`config.mk`:
```
export PLATFORM = sky130hd
export DESIGN_NAME = crc8_framed_target_receiver
export DESIGN_NICKNAME = d
export VERILOG_FILES = /design/src/rtl/crc8fr_pkg.sv /design/src/rtl/crc8fr_framer.sv /design/src/rtl/crc8fr_out_reg.sv /design/src/rtl/crc8_framed_target_receiver.sv
export SDC_FILE = /design/constraint.sdc
export NUM_CORES = 1
export LEC_CHECK = 0
export ABC_AREA = 0
export BUFFER_PORTS_ARGS = -buffer_cell sky130_fd_sc_hd__buf_2
export CORE_UTILIZATION = 49
export CTS_CLUSTER_SIZE = 40
export DETAILED_ROUTE_END_ITERATION = 8
export GPL_TIMING_DRIVEN = 0
export PLACE_DENSITY = 0.78
export SYNTH_ARGS = -nofsm -noshare
export SYNTH_HDL_FRONTEND = slang
export SYNTH_HIERARCHICAL = 1
export SYNTH_SLANG_ARGS = --single-unit
```
`constraint.sdc`:
```
create_clock -name clk -period 3.6 [get_ports clk]
set_clock_uncertainty 0.1 [all_clocks]
set_input_delay 0.72 -clock clk [delete_from_list [all_inputs] [get_ports clk]]
set_output_delay 0.72 -clock clk [all_outputs]
set_load 0.05 [all_outputs]
```
`src/rtl/crc8fr_pkg.sv`:
```
// Shared types, constants and the CRC-8 byte update for the framed target receiver.
package crc8fr_pkg;

	localparam logic [7:0] SYNC_BYTE = 8'hFF;
	localparam logic [7:0] CRC_POLY  = 8'h31;
	localparam logic [7:0] CRC_INIT  = 8'hFF;

	localparam logic [9:0] RST_YELLOW_ANGLE    = 10'd0;
	localparam logic [9:0] RST_YELLOW_DISTANCE = 10'd100;
	localparam logic [9:0] RST_BLUE_ANGLE      = 10'd180;
	localparam logic [9:0] RST_BLUE_DISTANCE   = 10'd80;

	localparam logic [1:0] VIEW_BOTH        = 2'd0;
	localparam logic [1:0] VIEW_NO_YELLOW   = 2'd1;
	localparam logic [1:0] VIEW_NO_BLUE     = 2'd2;
	localparam logic [1:0] VIEW_NONE        = 2'd3;

	localparam int RES_BITS  = 44;
	localparam int TDATA_OUT = 48;

	typedef enum logic [2:0] {
		PH_HUNT  = 3'd0,
		PH_YA    = 3'd1,
		PH_YD    = 3'd2,
		PH_BA    = 3'd3,
		PH_BD    = 3'd4,
		PH_CHECK = 3'd5
	} phase_t;

	typedef struct packed {
		logic [1:0] view_code;
		logic       blue_seen;
		logic       yellow_seen;
		logic [9:0] blue_distance;
		logic [9:0] blue_angle;
		logic [9:0] yellow_distance;
		logic [9:0] yellow_angle;
	} result_t;

	function automatic logic [7:0] crc_feed(input logic [7:0] crc, input logic [7:0] b);
		logic [7:0] c;
		c = crc ^ b;
		for (int k = 0; k < 8; k++) begin
			if (c[7]) begin
				c = {c[6:0], 1'b0} ^ CRC_POLY;
			end else begin
				c = {c[6:0], 1'b0};
			end
		end
		return c;
	endfunction

endpackage

```
`src/rtl/crc8fr_framer.sv`:
```
// Frame sequencer: sync hunt, CRC-8 check, held target values and result build.
module crc8fr_framer
	import crc8fr_pkg::*;
(
	input  logic       clk,
	input  logic       arst_n,
	input  logic       en,
	input  logic [7:0] rx_byte,
	output logic       res_valid,
	output result_t    res
);

	phase_t     phase_q, phase_d;
	logic [7:0] crc_q, crc_d;
	logic [7:0] ya_q, yd_q, ba_q, bd_q;
	logic [9:0] held_ya_q, held_yd_q, held_ba_q, held_bd_q;
	logic       good, ys, bs;

	assign ys = (yd_q != 8'd0);
	assign bs = (bd_q != 8'd0);

	always_comb begin
		phase_d   = phase_q;
		crc_d     = crc_q;
		good      = 1'b0;
		case (phase_q)
			PH_YA, PH_YD, PH_BA, PH_BD: begin
				crc_d = crc_feed(crc_q, rx_byte);
				case (phase_q)
					PH_YA:   phase_d = PH_YD;
					PH_YD:   phase_d = PH_BA;
					PH_BA:   phase_d = PH_BD;
					default: phase_d = PH_CHECK;
				endcase
			end
			PH_CHECK: begin
				phase_d = PH_HUNT;
				crc_d   = CRC_INIT;
				good    = (rx_byte == crc_q);
			end
			default: begin
				phase_d = (rx_byte == SYNC_BYTE) ? PH_YA : PH_HUNT;
				crc_d   = CRC_INIT;
			end
		endcase
		res_valid = en && good;
	end

	always_ff @(posedge clk or negedge arst_n) begin
		if (!arst_n) begin
			phase_q <= PH_HUNT;
			crc_q   <= CRC_INIT;
		end else if (en) begin
			phase_q <= phase_d;
			crc_q   <= crc_d;
		end
	end

	// capture frame bytes
	always_ff @(posedge clk) begin
		if (en) begin
			case (phase_q)
				PH_YA:   ya_q <= rx_byte;
				PH_YD:   yd_q <= rx_byte;
				PH_BA:   ba_q <= rx_byte;
				PH_BD:   bd_q <= rx_byte;
				default: ;
			endcase
		end
	end

	always_ff @(posedge clk or negedge arst_n) begin
		if (!arst_n) begin
			held_ya_q <= RST_YELLOW_ANGLE;
			held_yd_q <= RST_YELLOW_DISTANCE;
			held_ba_q <= RST_BLUE_ANGLE;
			held_bd_q <= RST_BLUE_DISTANCE;
		end else if (res_valid) begin
			if (ys) begin
				held_ya_q <= {ya_q, 2'b00};
				held_yd_q <= {yd_q, 2'b00};
			end
			if (bs) begin
				held_ba_q <= {ba_q, 2'b00};
				held_bd_q <= {bd_q, 2'b00};
			end
		end
	end

	always_comb begin
		res.yellow_angle    = ys ? {ya_q, 2'b00} : held_ya_q;
		res.yellow_distance = ys ? {yd_q, 2'b00} : held_yd_q;
		res.blue_angle      = bs ? {ba_q, 2'b00} : held_ba_q;
		res.blue_distance   = bs ? {bd_q, 2'b00} : held_bd_q;
		res.yellow_seen     = ys;
		res.blue_seen       = bs;
		if (ys && bs) begin
			res.view_code = VIEW_BOTH;
		end else if (bs) begin
			res.view_code = VIEW_NO_YELLOW;
		end else if (ys) begin
			res.view_code = VIEW_NO_BLUE;
		end else begin
			res.view_code = VIEW_NONE;
		end
	end

endmodule

```
`src/rtl/crc8fr_out_reg.sv`:
```
// Result register on the master side of the stream.
module crc8fr_out_reg
	import crc8fr_pkg::*;
(
	input  logic                 clk,
	input  logic                 arst_n,
	input  logic                 load,
	input  result_t              res,
	output logic                 free,
	output logic                 m_axis_tvalid,
	input  logic                 m_axis_tready,
	output logic [TDATA_OUT-1:0] m_axis_tdata
);

	logic    valid_q;
	result_t data_q;

	assign free          = !valid_q || m_axis_tready;
	assign m_axis_tvalid = valid_q;
	assign m_axis_tdata  = {{(TDATA_OUT - RES_BITS){1'b0}}, data_q};

	always_ff @(posedge clk or negedge arst_n) begin
		if (!arst_n) begin
			valid_q <= 1'b0;
		end else if (free) begin
			valid_q <= load;
		end
	end

	always_ff @(posedge clk) begin
		if (free && load) begin
			data_q <= res;
		end
	end

endmodule

```
`src/rtl/crc8_framed_target_receiver.sv`:
```
// Framed target receiver: one serial byte per beat, one result beat per good frame.
// A check byte waits in byte_s1; its result is then loaded into the result register.
// Throughput: one byte per cycle; the input stalls only while a result beat waits for tready.
// Reset: hunts for sync, CRC at 0xFF, held values at their defaults, no beat pending.
// Frame data registers are not reset; each is written before its frame is checked.
module crc8_framed_target_receiver
	import crc8fr_pkg::*;
(
	input  logic                 clk,
	input  logic                 arst_n,
	input  logic                 s_axis_tvalid,
	output logic                 s_axis_tready,
	input  logic [7:0]           s_axis_tdata,  // rx_byte[7:0]
	output logic                 m_axis_tvalid,
	input  logic                 m_axis_tready,
	// yellow_angle[9:0], yellow_distance[19:10], blue_angle[29:20],
	// blue_distance[39:30], yellow_seen[40], blue_seen[41], view_code[43:42]
	output logic [TDATA_OUT-1:0] m_axis_tdata
);

	logic       valid_s1;
	logic [7:0] byte_s1;
	logic       out_free, advance, res_valid;
	result_t    res;

	// advance the held byte only when the result register can take a beat
	assign advance       = valid_s1 && out_free;
	assign s_axis_tready = !valid_s1 || out_free;

	always_ff @(posedge clk or negedge arst_n) begin
		if (!arst_n) begin
			valid_s1 <= 1'b0;
		end else if (s_axis_tready) begin
			valid_s1 <= s_axis_tvalid;
		end
	end

	always_ff @(posedge clk) begin
		if (s_axis_tready && s_axis_tvalid) begin
			byte_s1 <= s_axis_tdata;
		end
	end

	crc8fr_framer u_framer (
		.clk       (clk),
		.arst_n    (arst_n),
		.en        (advance),
		.rx_byte   (byte_s1),
		.res_valid (res_valid),
		.res       (res)
	);

	crc8fr_out_reg u_out (
		.clk           (clk),
		.arst_n        (arst_n),
		.load          (res_valid),
		.res           (res),
		.free          (out_free),
		.m_axis_tvalid (m_axis_tvalid),
		.m_axis_tready (m_axis_tready),
		.m_axis_tdata  (m_axis_tdata)
	);

endmodule
```
# Word level (Yosys, flattened, before mapping)
# Index checks and enable logic that the tools add are counted.
[word_totals] ff_bits=137 inputBits=12 word_cells=80
[classes] eq_ne=7 mux=26 n_bitwise=9 reduce_logical=17
[op_table] op="8-bit two-way mux" count=8
[op_table] op="6-bit two-way mux" count=8
[op_table] op="10-bit two-way mux" count=4
[op_table] op="3-bit inverter" count=8
[op_table] op="8-bit nonzero test" count=2
[op_table] op="3-bit one-hot mux with 3 select lines" count=1
[op_table] op="8-bit equality test" count=1
[op_table] op="8-bit equality test (second input constant)" count=1
[op_table] op="2-bit AND reduction" count=4
[op_table] op="8-bit XOR" count=1
[op_table] op="3-bit by 2-bit equality test with 1-bit output (second input constant)" count=2
[op_table] op="3-bit equality test (second input constant)" count=2
[op_table] op="3-bit one-hot mux with 2 select lines" count=1
[op_table] op="1-bit logical AND" count=5
[op_table] op="1-bit two-way mux" count=4
[op_table] op="4-bit OR reduction" count=1
[op_table] op="3-bit by 1-bit equality test with 1-bit output (second input constant)" count=1
[op_table] op="1-bit zero test" count=2
[op_table] op="1-bit logical OR" count=2
[op_table] op="2-bit OR reduction" count=1

# Logic depth before layout (Yosys ltp)
[depth] depth_word=25 mapped_depth=9 depth_no_buf=6

# Cells and area by module
# The synthesis kept the hierarchy.
[modules_own_cells] module="crc8fr_framer" instances=1 cells_each=257 area_each_um2=3803.6 seq_area_each_um2=2258.4
[modules_own_cells] module="crc8fr_out_reg" instances=1 cells_each=53 area_each_um2=1408.9 seq_area_each_um2=1346.3
[modules_own_cells] module="crc8_framed_target_receiver" instances=1 cells_each=13 area_each_um2=300.3 seq_area_each_um2=265.3

# Least setup slack after synthesis
# No wires, ideal clock.
[synth_timing] path_type="input to register" start="input port m_axis_tready" end="register, netlist name u_out/m_axis_tdata[0]" setup_ns=0.360 arrival_ns=2.304 setup_slack_ns=0.836 cell_stages=9 path_cell_list="nand2b_4 > and2_1 > clkbuf_2 > nand2_1 > and4bb_2 > and3_1 > buf_4 > buf_6 > and2_4"
[synth_lines] element="from (decl)" line_no="crc8_framed_target_receiver.sv:15" rtl="input logic m_axis_tready,"

# Final worst setup path
[layout_timing] start="register byte_s1[3]" end="register u_out.data_q (netlist bit u_out/m_axis_tdata[7]) (enable)"
[layout_via] elab_chain_cells=4
[layout_lines] element="from (decl)" line_no="crc8_framed_target_receiver.sv:22" rtl="logic [7:0] byte_s1;"
[layout_lines] element="from (signal assigned)" line_no="crc8_framed_target_receiver.sv:40" rtl="byte_s1 <= s_axis_tdata;"
[layout_lines] element="8-bit equality test" line_no="crc8fr_framer.sv:39" rtl="good = (rx_byte == crc_q);"
[layout_lines] element="1-bit two-way mux" line_no="crc8fr_framer.sv:26" rtl="case (phase_q)"
[layout_lines] element="1-bit logical AND" line_no="crc8fr_framer.sv:46" rtl="res_valid = en && good;"
[layout_lines] element="named net res_valid" line_no="crc8_framed_target_receiver.sv:23" rtl="logic out_free, advance, res_valid;"
[layout_lines] element="1-bit logical AND" line_no="crc8fr_out_reg.sv:31" rtl="if (free && load) begin"
[layout_lines] element="to (signal assigned)" line_no="crc8fr_out_reg.sv:32" rtl="data_q <= res;"
[layout_lines] element="to (decl)" line_no="crc8fr_out_reg.sv:16" rtl="result_t data_q;"
# The timed path passes the listed nets, and every way through them passes these cells.
# A chain may end at the register's enable or synchronous reset.

==> metrics.md <==
| Metric | Value |
|---|---|
| Outcome | finished, final reports clean |
| Fill cell count | between 800 and 900 |
| Buffer depth of the longest clock path | 2 |
| Multiplexer area fraction after synthesis | 8.01% |
| Initial antenna violation count | 0 |
| Port bufs | 57 |
| Crit-path cells | xnor2_1, and4_1, and3_1, buf_4, buf_6, and2_4 |
| Layout cells sized above 1 | 40.2% |
| Slew Viols, Final | 0 |
| Cells on Worst Hold Path | 1 |
| Fin nets | 414 |
| R2R Path Start | byte_s1[3] |
| Drt drc | 0 |
| Synth warnings | 6 |
| Largest family of logic cells by synthesized area | multiplexers |
| Fin. Hold Viols | 0 |
| Final Power | 4.41 mW |
| DR pass1 iterations | 4 |
| Hold_sp | s_axis_tdata[0] |
| Post-synthesis adder-cell area fraction | 0% |
| Number of synthesized flops with an enable pin | 84 |
| Worst path max stage delay | 0.57 ns |
| WP data required | about 3.7 ns |
| Via total after detailed routing | around 2,900 |
| R2R setup slack | 0.78 ns |
| Crit path kind | reg2reg |
| Multi-input gate area | about 1500 um^2 |
| Endpoints failing setup | 0 |
| Critical Path End Type | register |
| Buffers plus inverters on the worst setup path | 2 |
| CTS sink cnt | 137 |
| Worst VDD drop | 0.330 mV |
| Power Dens Cells | 670 nW/um^2 |
| Post-DRT Antenna Nets | 0 |
| Slowest stage cell, crit path | edfxtp_1 |
| I/O pin count | 62 |
| Post-synthesis simple-gate area fraction | 6.90% |
| Number of distinct library cells after synthesis | 45 |
| Worst-margin pin slew | 1.19 ns |
| Min-delay worst type | in2reg |
| Hold Path Sink | byte_s1[0] |
| Iteration-0 DRC Markers | roughly 250 |
| Final period util | 78.2% |
| FP Rows | 38 |
| H-tree Lvls | 4 |
| Wire per inst | 16.8 um |
| Largest fanout on the critical path | 44 |
| Cts hold-fix bufs | 0 |
| Most frequent cells in the layout | edfxtp_1 (84), buf_2 (60), dfrtp_1 (36) |
| Most used DFF post-synth | edfxtp_1 |
| RSZ-0062 raised after global routing | no |
| Root Buffer | clkbuf_8 |
| Inserted Diodes | 0 |
| Vias in the first global route | 2,864 |
| Mapped Avg Cell Area | between 15 and 20 um^2 |
| Worst-skew pair later-pin latency | about 0.52 ns |
| GR Overflow Total | 0 |
| Max-slew headroom | 20.5% |
| Core area | ~11,000 um^2 |
| First-pass GRT wire length | 15.0 mm |
| Arrival time of the worst setup path | approximately 2.9 ns |
| CTS tree | built |
| Area Overhead vs Synth | 19.2% |
| Final WL | a little over 9 mm |
| CP top delay family | simple AND/OR/NAND/NOR gates |
| Routed vias/inst | approximately 5.2 |
| CTS Buf Count | 17 |
| Post-synth ARST share | between 30% and 40% |
| Max cap viols | 0 |
| Static Leak | 2.81 nW |
| Die height | between 100 and 150 um |
| Post-CTS setup repair buffer count | 0 |
| Final setup TNS | 0 ns |
| Total Die Area | between 10,000 and 15,000 um^2 |
| Xor and xnor area share after synthesis | 5.04% |
| Clock Pin Slew Worst Setup and Hold Paths | 0.06 ns |
| Pin count of the biggest net entering global routing | 54 |
| Fin crit period | 2.82 ns |
| Worst Reg-to-Reg Cells | 6 |
| Synthesized flop and latch total | 137 |
| Overall global routing resource usage | 17.8% |
| Register area share after synthesis | 70.2% |
| Initial core utilization | 50.6% |
| Synth Instances | 323 |
| DP Wirelength | 6.04 mm |
| Compound-gate portion of the synthesized area | 6.83% |
| Gates resized, CTS repair | 0 |
| Commonest non-fill, non-tap cell in the layout | edfxtp_1 |
| Max Freq | 0.355 GHz |
| Synthesized area | 5510 um^2 |
| FF+latch area | 3870 um^2 |
| Reg-to-reg critical path endpoint | u_out/m_axis_tdata[7] |
| RD Place Congestion | 0.874 |
| Startpoint Class | register |
| Die Wd | between 100 and 150 um |
==> power by group <==
part	switching (mW)	internal, mW	total [mW]
clock network	0.591	1.10	1.69
logic	0.355	0.396	0.751
registers	0.107	1.85	1.96
==> metal layers <==
layer | wire length (um) | up-vias | track usage (%) | part of all wire [%]
met1 | 4140 | 1421 | 24.1 | 44
met5 | 0 | - | 0 | 0
li1 | - | 1351 | - | -
met3 | 573 | 12 | 5.79 | 6.1
met2 | 4480 | 87 | 26.6 | 48
met4 | 135 | 0 | 7.53 | 1.4
==> logic make-up after synthesis <==
logic type                Yosys count
muxes                              34
DFF                               137
xor gates and xnor gates           22
buffers and inverters              25
and+or+nand+nor                    54
other                               1
AOI/OAI and AO/OA                  50
==> worst register-to-register path, cell delays in order, from the launching register on <==
cell	delay, ns
edfxtp_1	0.57
xnor2_1	0.40
and4_1	0.33
and3_1	0.17
buf_4	0.16
buf_6	0.17
and2_4	0.52
==> cell type report <==
cell class | instances | area share, %
flip-flops and latches | 137 | 58.9
multi-input cells | 164 | 22.7
clock buffers | 23 | 7.10
repair buffers | 57 | 4.34
well taps | 140 | 2.66
plain buffers | 19 | 2.13
clock inverters | 9 | 1.87
inverters | 6 | 0.343
==> cell usage after synthesis (2+ instances only) <==
master / instances / share of area, %
dfstp_2: 17 / 8.1
and2_1: 10 / 1.1
a21oi_1: 4 / 0.36
nand4_1: 3 / 0.34
dfrtp_1: 36 / 16
a22o_1: 16 / 2.5
o21ai_0: 7 / 0.64
nand2b_4: 2 / 0.50
xnor2_1: 15 / 2.4
buf_4: 9 / 1.2
nand2b_1: 3 / 0.34
a41o_1: 2 / 0.36
a21o_1: 17 / 2.3
inv_2: 2 / 0.14
and3_1: 9 / 1.0
nor4_2: 4 / 0.91
inv_1: 4 / 0.27
buf_2: 3 / 0.27
nand2_1: 3 / 0.20
and2_4: 2 / 0.32
mux2_2: 16 / 3.3
buf_6: 4 / 0.82
clkbuf_1: 2 / 0.14
xnor2_2: 2 / 0.59
xnor3_1: 4 / 1.6
nor2_1: 6 / 0.41
edfxtp_1: 84 / 46
mux2_4: 16 / 4.4
nor2b_1: 4 / 0.45
o22a_1: 2 / 0.32
==> sequential cells by signal, summed over array words and instances (netlist names) <==
signal / cells
valid_s1: 1
u_out/m_axis_tvalid: 1
u_framer/phase_q: 3
u_framer/held_ya_q: 10
u_framer/ba_q: 8
u_out/m_axis_tdata: 44
u_framer/held_yd_q: 10
u_framer/held_bd_q: 10
u_framer/bd_q: 8
u_framer/yd_q: 8
byte_s1: 8
u_framer/held_ba_q: 10
u_framer/crc_q: 8
u_framer/ya_q: 8
==> worst max path at each step <==
stage                        startpoint                endpoint  slack (ns)  cells past startpoint
final                        byte_s1[3]   u_out/m_axis_tdata[7]        0.78                      6
after global routing         byte_s1[3]  u_out/m_axis_tdata[40]        0.57                      6
after CTS                    byte_s1[3]   u_out/m_axis_tdata[2]        0.75                      6
after detailed placement  m_axis_tready  u_out/m_axis_tdata[14]        0.41                     10
after global placement    m_axis_tready   u_out/m_axis_tdata[3]        0.47                     10
after floorplan           m_axis_tready   u_out/m_axis_tdata[0]        0.84                      9
==> through the flow <==
step	instance area (um^2)	utilization (%)	setup slack (ns)	hold slack [ns]	cells
floorplan	5520	-	0.836	0.324	326
global placement	5980	55.0	0.474	0.361	523
detailed placement	5980	55.0	0.407	0.367	523
CTS	6570	60.4	0.749	0.250	555
global route	6570	60.4	0.572	0.243	555
finish	6570	60.4	0.784	0.274	555
(Power assumes the default switching activity.)
